**src/sv/twy_pkg.sv**
```systemverilog
// Package: types, constants and step functions for the 3-Way block cipher.
`timescale 1ns / 1ps

package twy_pkg;

  typedef logic [2:0][31:0] blk_t;

  localparam logic [4:0]  DEFAULT_ROUNDS = 5'd11;
  localparam logic [15:0] RC_ENC_START   = 16'h0B0B;
  localparam logic [15:0] RC_DEC_START   = 16'hB1B1;
  localparam logic [15:0] RC_POLY_LOW    = 16'h1011;

  localparam logic [2:0] REG_KEY0  = 3'd0;
  localparam logic [2:0] REG_KEY1  = 3'd1;
  localparam logic [2:0] REG_KEY2  = 3'd2;
  localparam logic [2:0] REG_IV0   = 3'd3;
  localparam logic [2:0] REG_IV1   = 3'd4;
  localparam logic [2:0] REG_IV2   = 3'd5;
  localparam logic [2:0] REG_ROUND = 3'd6;
  localparam logic [2:0] REG_MODE  = 3'd7;

  typedef enum logic [2:0] {
    ST_IDLE,
    ST_KEY,
    ST_ROUND,
    ST_FINAL,
    ST_HOLD
  } state_t;

  function automatic logic [31:0] rotl(input logic [31:0] v, input int unsigned n);
    rotl = (v << n) | (v >> (32 - n));
  endfunction

  function automatic logic [31:0] bitrev_in_bytes(input logic [31:0] a);
    logic [31:0] r;
    for (int b = 0; b < 4; b++) begin
      for (int i = 0; i < 8; i++) begin
        r[b*8 + i] = a[b*8 + 7 - i];
      end
    end
    bitrev_in_bytes = r;
  endfunction

  function automatic logic [31:0] bswap(input logic [31:0] v);
    bswap = {v[7:0], v[15:8], v[23:16], v[31:24]};
  endfunction

  function automatic blk_t bswap_blk(input blk_t s);
    blk_t r;
    for (int i = 0; i < 3; i++) begin
      r[i] = bswap(s[i]);
    end
    bswap_blk = r;
  endfunction

  function automatic blk_t step_mu(input blk_t s);
    blk_t r;
    r[0] = bitrev_in_bytes(s[2]);
    r[1] = bitrev_in_bytes(s[1]);
    r[2] = bitrev_in_bytes(s[0]);
    step_mu = r;
  endfunction

  function automatic blk_t step_theta(input blk_t s);
    logic [31:0] c;
    logic [31:0] d0;
    logic [31:0] d1;
    blk_t        r;
    c  = s[0] ^ s[1] ^ s[2];
    c  = rotl(c, 16) ^ rotl(c, 8);
    d0 = (s[0] << 24) ^ (s[2] >> 8) ^ (s[1] << 8) ^ (s[0] >> 24);
    d1 = (s[1] << 24) ^ (s[0] >> 8) ^ (s[2] << 8) ^ (s[1] >> 24);
    r[0] = s[0] ^ c ^ d0;
    r[1] = s[1] ^ c ^ d1;
    r[2] = s[2] ^ c ^ (d0 >> 16) ^ (d1 << 16);
    step_theta = r;
  endfunction

  function automatic blk_t step_pgp(input blk_t s);
    logic [31:0] b2;
    logic [31:0] b0;
    logic [31:0] m;
    blk_t        r;
    b2   = rotl(s[2], 1);
    b0   = rotl(s[0], 22);
    m    = s[1];
    r[0] = rotl(b0 ^ (m | ~b2), 1);
    r[2] = rotl(b2 ^ (b0 | ~m), 22);
    r[1] = m ^ (b2 | ~b0);
    step_pgp = r;
  endfunction

  function automatic logic [15:0] rc_next(input logic [15:0] rc);
    rc_next = {rc[14:0], 1'b0} ^ (rc[15] ? RC_POLY_LOW : 16'h0000);
  endfunction

endpackage

```
**src/sv/twy_round.sv**
```systemverilog
// Shared round unit: key and constant add, theta, optional pi-gamma-pi.
`timescale 1ns / 1ps

module twy_round (
  input  twy_pkg::blk_t s_in,
  input  twy_pkg::blk_t key,
  input  logic [15:0]   rc,
  input  logic          pgp_en,
  output twy_pkg::blk_t s_out
);
  import twy_pkg::*;

  blk_t mixed;
  blk_t th;

  always_comb begin
    mixed[0] = s_in[0] ^ key[0] ^ {rc, 16'h0000};
    mixed[1] = s_in[1] ^ key[1];
    mixed[2] = s_in[2] ^ key[2] ^ {16'h0000, rc};
    th       = step_theta(mixed);
    s_out    = pgp_en ? step_pgp(th) : th;
  end

endmodule

```
**src/sv/threeway_block_cipher_ecb_cbc_unit.sv**
```systemverilog
// Top level: 3-Way cipher with ECB/CBC chaining around one shared round unit.
// Decrypting takes an extra round-unit pass for the inverse key before the N rounds;
//   N = round count, 0 selects 11. Every round, the key theta and the final theta go
//   through the one round unit, so a new block is accepted only once the last result
//   has moved into the output register.
// Reset (rst_n low, synchronous): key, IV and chain cleared, 11 rounds, ECB encrypt.
`timescale 1ns / 1ps

module threeway_block_cipher_ecb_cbc_unit (
  input  logic        clk,
  input  logic        rst_n,
  input  logic        cfg_we,
  input  logic [2:0]  cfg_index,
  input  logic [31:0] cfg_wdata,
  input  logic        in_valid,
  output logic        in_ready,
  input  logic [31:0] in_block_word0,
  input  logic [31:0] in_block_word1,
  input  logic [31:0] in_block_word2,
  input  logic        in_first_block,
  output logic        out_valid,
  input  logic        out_ready,
  output logic [31:0] out_word0,
  output logic [31:0] out_word1,
  output logic [31:0] out_word2
);
  import twy_pkg::*;

  blk_t        key_r;
  blk_t        iv_r;
  logic [4:0]  rounds_r;
  logic [1:0]  mode_r;
  blk_t        chain_r;
  blk_t        chain_nxt;

  state_t      state_r;
  state_t      state_nxt;

  blk_t        s_r;
  blk_t        s_nxt;
  blk_t        k_r;
  blk_t        k_nxt;
  blk_t        blk_r;
  logic [15:0] rc_r;
  logic [15:0] rc_nxt;
  logic [4:0]  cnt_r;
  logic [4:0]  cnt_nxt;

  blk_t        out_r;
  blk_t        out_nxt;
  logic        out_valid_r;
  logic        out_valid_nxt;

  blk_t        unit_s;
  blk_t        unit_k;
  logic [15:0] unit_rc;
  logic        unit_pgp;
  blk_t        unit_out;

  blk_t        blk_in;
  blk_t        chain_eff;
  blk_t        final_res;
  logic        decrypt;
  logic        cbc;
  logic        accept;
  logic        out_free;

  assign decrypt  = mode_r[0];
  assign cbc      = mode_r[1];
  assign accept   = in_valid && in_ready;
  assign out_free = !out_valid_r || out_ready;
  assign blk_in   = {in_block_word2, in_block_word1, in_block_word0};

  twy_round u_round (
    .s_in  (unit_s),
    .key   (unit_k),
    .rc    (unit_rc),
    .pgp_en(unit_pgp),
    .s_out (unit_out)
  );

  // next state
  always_comb begin
    state_nxt = state_r;
    unique case (state_r)
      ST_IDLE:  if (accept) state_nxt = decrypt ? ST_KEY : ST_ROUND;
      ST_KEY:   state_nxt = ST_ROUND;
      ST_ROUND: if (cnt_r == 5'd1) state_nxt = ST_FINAL;
      ST_FINAL: state_nxt = ST_HOLD;
      ST_HOLD:  if (out_free) state_nxt = ST_IDLE;
      default:  state_nxt = ST_IDLE;
    endcase
  end

  // outputs and unit control
  always_comb begin
    in_ready = 1'b0;
    unit_s   = s_r;
    unit_k   = k_r;
    unit_rc  = rc_r;
    unit_pgp = 1'b0;
    unique case (state_r)
      ST_IDLE:  in_ready = 1'b1;
      ST_KEY: begin
        unit_s  = k_r;
        unit_k  = '0;
        unit_rc = 16'h0000;
      end
      ST_ROUND: unit_pgp = 1'b1;
      ST_FINAL: unit_pgp = 1'b0;
      ST_HOLD:  in_ready = 1'b0;
      default:  in_ready = 1'b0;
    endcase
  end

  // datapath
  always_comb begin
    s_nxt         = s_r;
    k_nxt         = k_r;
    rc_nxt        = rc_r;
    cnt_nxt       = cnt_r;
    chain_nxt     = chain_r;
    out_nxt       = out_r;
    out_valid_nxt = out_valid_r && !out_ready;
    chain_eff     = (cbc && in_first_block) ? iv_r : chain_r;
    final_res     = decrypt ? bswap_blk(step_mu(unit_out)) : unit_out;
    unique case (state_r)
      ST_IDLE: begin
        if (accept) begin
          if (cbc) chain_nxt = chain_eff;
          if (decrypt) s_nxt = step_mu(bswap_blk(blk_in));
          else         s_nxt = cbc ? (blk_in ^ chain_eff) : blk_in;
          k_nxt   = key_r;
          rc_nxt  = decrypt ? RC_DEC_START : RC_ENC_START;
          cnt_nxt = (rounds_r == 5'd0) ? DEFAULT_ROUNDS : rounds_r;
        end
      end
      ST_KEY:   k_nxt = bswap_blk(step_mu(unit_out));
      ST_ROUND: begin
        s_nxt   = unit_out;
        rc_nxt  = rc_next(rc_r);
        cnt_nxt = cnt_r - 5'd1;
      end
      ST_FINAL: begin
        if (decrypt && cbc) begin
          s_nxt     = final_res ^ chain_r;
          chain_nxt = blk_r;
        end else begin
          s_nxt = final_res;
          if (cbc) chain_nxt = final_res;
        end
      end
      ST_HOLD: begin
        if (out_free) begin
          out_nxt       = s_r;
          out_valid_nxt = 1'b1;
        end
      end
      default: s_nxt = s_r;
    endcase
  end

  always_ff @(posedge clk) begin
    if (!rst_n) begin
      state_r     <= ST_IDLE;
      out_valid_r <= 1'b0;
      key_r       <= '0;
      iv_r        <= '0;
      chain_r     <= '0;
      rounds_r    <= DEFAULT_ROUNDS;
      mode_r      <= 2'd0;
    end else begin
      state_r     <= state_nxt;
      out_valid_r <= out_valid_nxt;
      chain_r     <= chain_nxt;
      if (cfg_we) begin
        unique case (cfg_index)
          REG_KEY0:  key_r[0] <= cfg_wdata;
          REG_KEY1:  key_r[1] <= cfg_wdata;
          REG_KEY2:  key_r[2] <= cfg_wdata;
          REG_IV0:   iv_r[0]  <= cfg_wdata;
          REG_IV1:   iv_r[1]  <= cfg_wdata;
          REG_IV2:   iv_r[2]  <= cfg_wdata;
          REG_ROUND: rounds_r <= cfg_wdata[4:0];
          REG_MODE:  mode_r   <= cfg_wdata[1:0];
          default:   mode_r   <= mode_r;
        endcase
      end
    end
  end

  always_ff @(posedge clk) begin
    s_r   <= s_nxt;
    k_r   <= k_nxt;
    rc_r  <= rc_nxt;
    cnt_r <= cnt_nxt;
    out_r <= out_nxt;
    if (accept) blk_r <= blk_in;
  end

  assign out_valid = out_valid_r;
  assign out_word0 = out_r[0];
  assign out_word1 = out_r[1];
  assign out_word2 = out_r[2];

endmodule
```
**config.mk**
```make
export PLATFORM = sky130hd
export DESIGN_NAME = threeway_block_cipher_ecb_cbc_unit
export DESIGN_NICKNAME = d
export VERILOG_FILES = /design/src/sv/twy_pkg.sv /design/src/sv/twy_round.sv /design/src/sv/threeway_block_cipher_ecb_cbc_unit.sv
export SDC_FILE = /design/constraint.sdc
export NUM_CORES = 2
export LEC_CHECK = 0
export BUFFER_PORTS_ARGS = -buffer_cell sky130_fd_sc_hd__buf_2
export CAP_MARGIN = 20
export CORE_MARGIN = 5
export CORE_UTILIZATION = 30
export CTS_CLUSTER_SIZE = 24
export DETAILED_ROUTE_END_ITERATION = 8
export SLEW_MARGIN = 5
export SYNTH_ARGS = -nofsm -noshare
export SYNTH_HDL_FRONTEND = slang
export SYNTH_SLANG_ARGS = --single-unit
```
**constraint.sdc**
```tcl
create_clock -name clk -period 8.6 [get_ports clk]
set_clock_uncertainty 0.05 [all_clocks]
set_input_delay 0.43 -clock clk [delete_from_list [all_inputs] [get_ports clk]]
set_output_delay 0.43 -clock clk [all_outputs]
set_load 0.05 [all_outputs]
```
==> impl_metrics.env <==
export IMPL_layout_common_cells="922 x nand2_1, 405 x edfxtp_1, 398 x xnor2_1, 297 x dfxtp_1, 271 x nor2_1"
export IMPL_setup_viol=0
export IMPL_ys_ff_latch=704
export IMPL_n_fill_cell=13800
export IMPL_dr_pass1_iters=6
export IMPL_drcViolationCount=0
export IMPL_async_flop_share=0
export IMPL_cp_endpoint="s_r[84]"
export IMPL_vias=36400
export IMPL_rows=136
export IMPL_nNetsFinal=4664
export IMPL_netlist_area_um2=41600
export IMPL_drive_gt1_frac=0.142
export IMPL_clockRootBuffer="clkbuf_16"
export IMPL_layout_commonest_cell="nand2_1"
export IMPL_yosysSeqAreaShare=0.436
export IMPL_overflow=0
export IMPL_antenna_found_initial=29
export IMPL_cts_sinks=704
export IMPL_crit_path_end_kind="register"
export IMPL_r2r_start="state_r[2]"
export IMPL_ys_flop_type="edfxtp_1"
export IMPL_status="complete, no violations"
export IMPL_cp_arrival_ns=5.94
export IMPL_period_minus_slack_ns=5.56
export IMPL_fin_setup_tns_ns=0
export IMPL_wl_per_cell_um=32.0
export IMPL_clk_pin_slew_ns=0.07
export IMPL_fmax_ghz=0.180
export IMPL_period_share=0.646
export IMPL_routabilityCongestion=1.02
export IMPL_grt_max_degree=181
export IMPL_max_slew_margin=0.144
export IMPL_die_w_um=382
export IMPL_crit_fanout=51
export IMPL_synth_nets=4431
export IMPL_syn_inst=4292
export IMPL_path_cells="or3b_4 -> buf_4 -> nand2_1 -> xor2_1 -> xnor3_1 -> xnor2_1 -> nand2_1 -> xor2_1 -> a21oi_1 -> xnor2_1 -> o21ai_0"
export IMPL_area_growth_pct=16.9
export IMPL_hpwl_mm=144
export IMPL_grt_use_total=0.268
export IMPL_rr_worst_depth=11
export IMPL_r2r_slack_ns=3.04
export IMPL_synth_edf_count=405
export IMPL_drtIter0Drc=5822
export IMPL_ant_nets=0
export IMPL_io_pin_count=235
export IMPL_critPathTopFamily="XOR/XNOR gates"
export IMPL_yosys_warnings=0
export IMPL_grt_pass1_wl_mm=276
export IMPL_start_util=0.302
export IMPL_cp_depth=11
export IMPL_fp_coreArea_um2=138000
export IMPL_hold_violations=0
export IMPL_cp_required_ns=8.99
export IMPL_critPathKind="reg -> reg"
export IMPL_cts_resized=0
export IMPL_die_area_um2=146000
export IMPL_numCtsBuffers=82
export IMPL_rsz0062_at_grt="no"
export IMPL_critPathLaunchType="register"
export IMPL_grt_pass1_vias=33300
export IMPL_clk_path_buf_depth=3
export IMPL_slowest_delay_ns=1.03
export IMPL_vias_per_cell=5.69
export IMPL_synth_cell_types=81
export IMPL_hp_class="in -> reg"
export IMPL_worst_path_max_delay_cell="xnor2_1"
export IMPL_clock_latency_ns=0.72
export IMPL_worst_pin_slew_ns=1.28
export IMPL_r2r_end="s_r[84]"
export IMPL_finalMaxSlewViolations=0
export IMPL_drt_total_wl_mm=204
export IMPL_syn_avg_cell_area_um2=9.69
export IMPL_chipHeight_um=382
export IMPL_port_buffers=234
export IMPL_cp_startpoint="state_r[2]"
export IMPL_cts_tree="yes"
export IMPL_h_tree_depth=3
export IMPL_maxCapViolations=0
export IMPL_critPathBufInv=1
[state kept, by name, indices dropped and copies added, names as in the netlist, 32 cells and up]
| signal | count |
|---|---|
| iv_r | 96 |
| out_word2 | 32 |
| k_r | 96 |
| out_word0 | 32 |
| out_word1 | 32 |
| chain_r | 96 |
| blk_r | 96 |
| s_r | 96 |
| key_r | 96 |
[worst register-to-register path: cells and delay by family, from the launching register on]
kind / cells / cell delay (ns)
AO/OA/AOI/OAI: 2 / 0.54
XOR/XNOR: 5 / 2.15
buffers and inverters: 1 / 0.65
flip-flops: 1 / 0.77
AND/OR/NAND/NOR: 3 / 1.11
[logic make-up after synthesis]
group,after synthesis,share of synthesized area
simple gates,1432,0.142
compound gates,929,0.150
xor+xnor,794,0.208
flops,704,0.436
buf+inv,296,0.0279
mux,135,0.0355
fa+ha+maj,2,0.000602
[final cells by class]
cell class,instances,area [µm²],share of cell area
multi-input cells,3292,22500,0.462
flip-flops and latches,704,18200,0.373
repair buffers,434,2990,0.0615
clock buffers,117,2390,0.0491
well taps,1794,2240,0.0462
clock inverters,36,309,0.00636
inverters,11,43.8,0.000901
diodes,11,27.5,0.000566
[synthesized netlist by cell type (all sizes together), types with 15 or more instances]
cell type	instances	area (µm²)
nand2	930	3490
xnor2	416	3770
edfxtp	405	12200
dfxtp	299	5990
nor2	281	1060
xor2	269	2390
clkbuf	245	920
o21ai	238	1190
a21boi	199	1490
a21oi	154	771
mux2	99	1110
xnor3	99	2230
o221ai	77	674
a211oi	57	478
o22ai	52	325
buf	40	198
nor3	40	200
a22oi	36	270
mux2i	36	360
nand3	36	180
nor2b	33	206
nand2b	21	131
and3	17	106
o211ai	15	113
[per-layer routing]
| layer | vias to the layer above | track usage | wire (µm) |
|---|---|---|---|
| met5 | - | 0 | 84 |
| met4 | 12 | 0.142 | 12500 |
| met3 | 485 | 0.0943 | 28100 |
| met2 | 2722 | 0.374 | 82200 |
| met1 | 17800 | 0.363 | 81600 |
| li1 | 15500 | - | - |
[metrics by stage]
step	cells	hold WS, ns	utilization	setup WS [ns]	cell area, µm²
2_1_floorplan	4292	0.367	-	3.29	41600
3_3_place_gp	6136	0.402	0.326	3.31	44900
3_5_place_dp	6138	0.409	0.326	3.22	44900
4_1_cts	6383	0.000662	0.353	3.20	48600
5_1_grt	6389	0.0176	0.353	2.85	48600
6_report	6399	0.0257	0.353	3.04	48600
[how the worst min path moves through the flow]
stage / cells after the start / from / end
after global routing: 1 / in_block_word1[12] / blk_r[44]
after CTS: 1 / in_block_word0[22] / blk_r[22]
after detailed placement: 2 / key_r[35] / key_r[35]
after floorplan: 0 / s_r[82] / out_word2[18]
after global placement: 2 / key_r[61] / key_r[61]
final: 1 / in_block_word1[12] / blk_r[44]
[what timing repair did]
action,4_1_cts,5_1_grt
hold buffers,92,1
hold endpoints to repair,100,1
buffers inserted,0,0
Power is left out: the tool's default activity adds up to more than one toggle a clock period on the data nets, which glitch-free logic cannot reach.
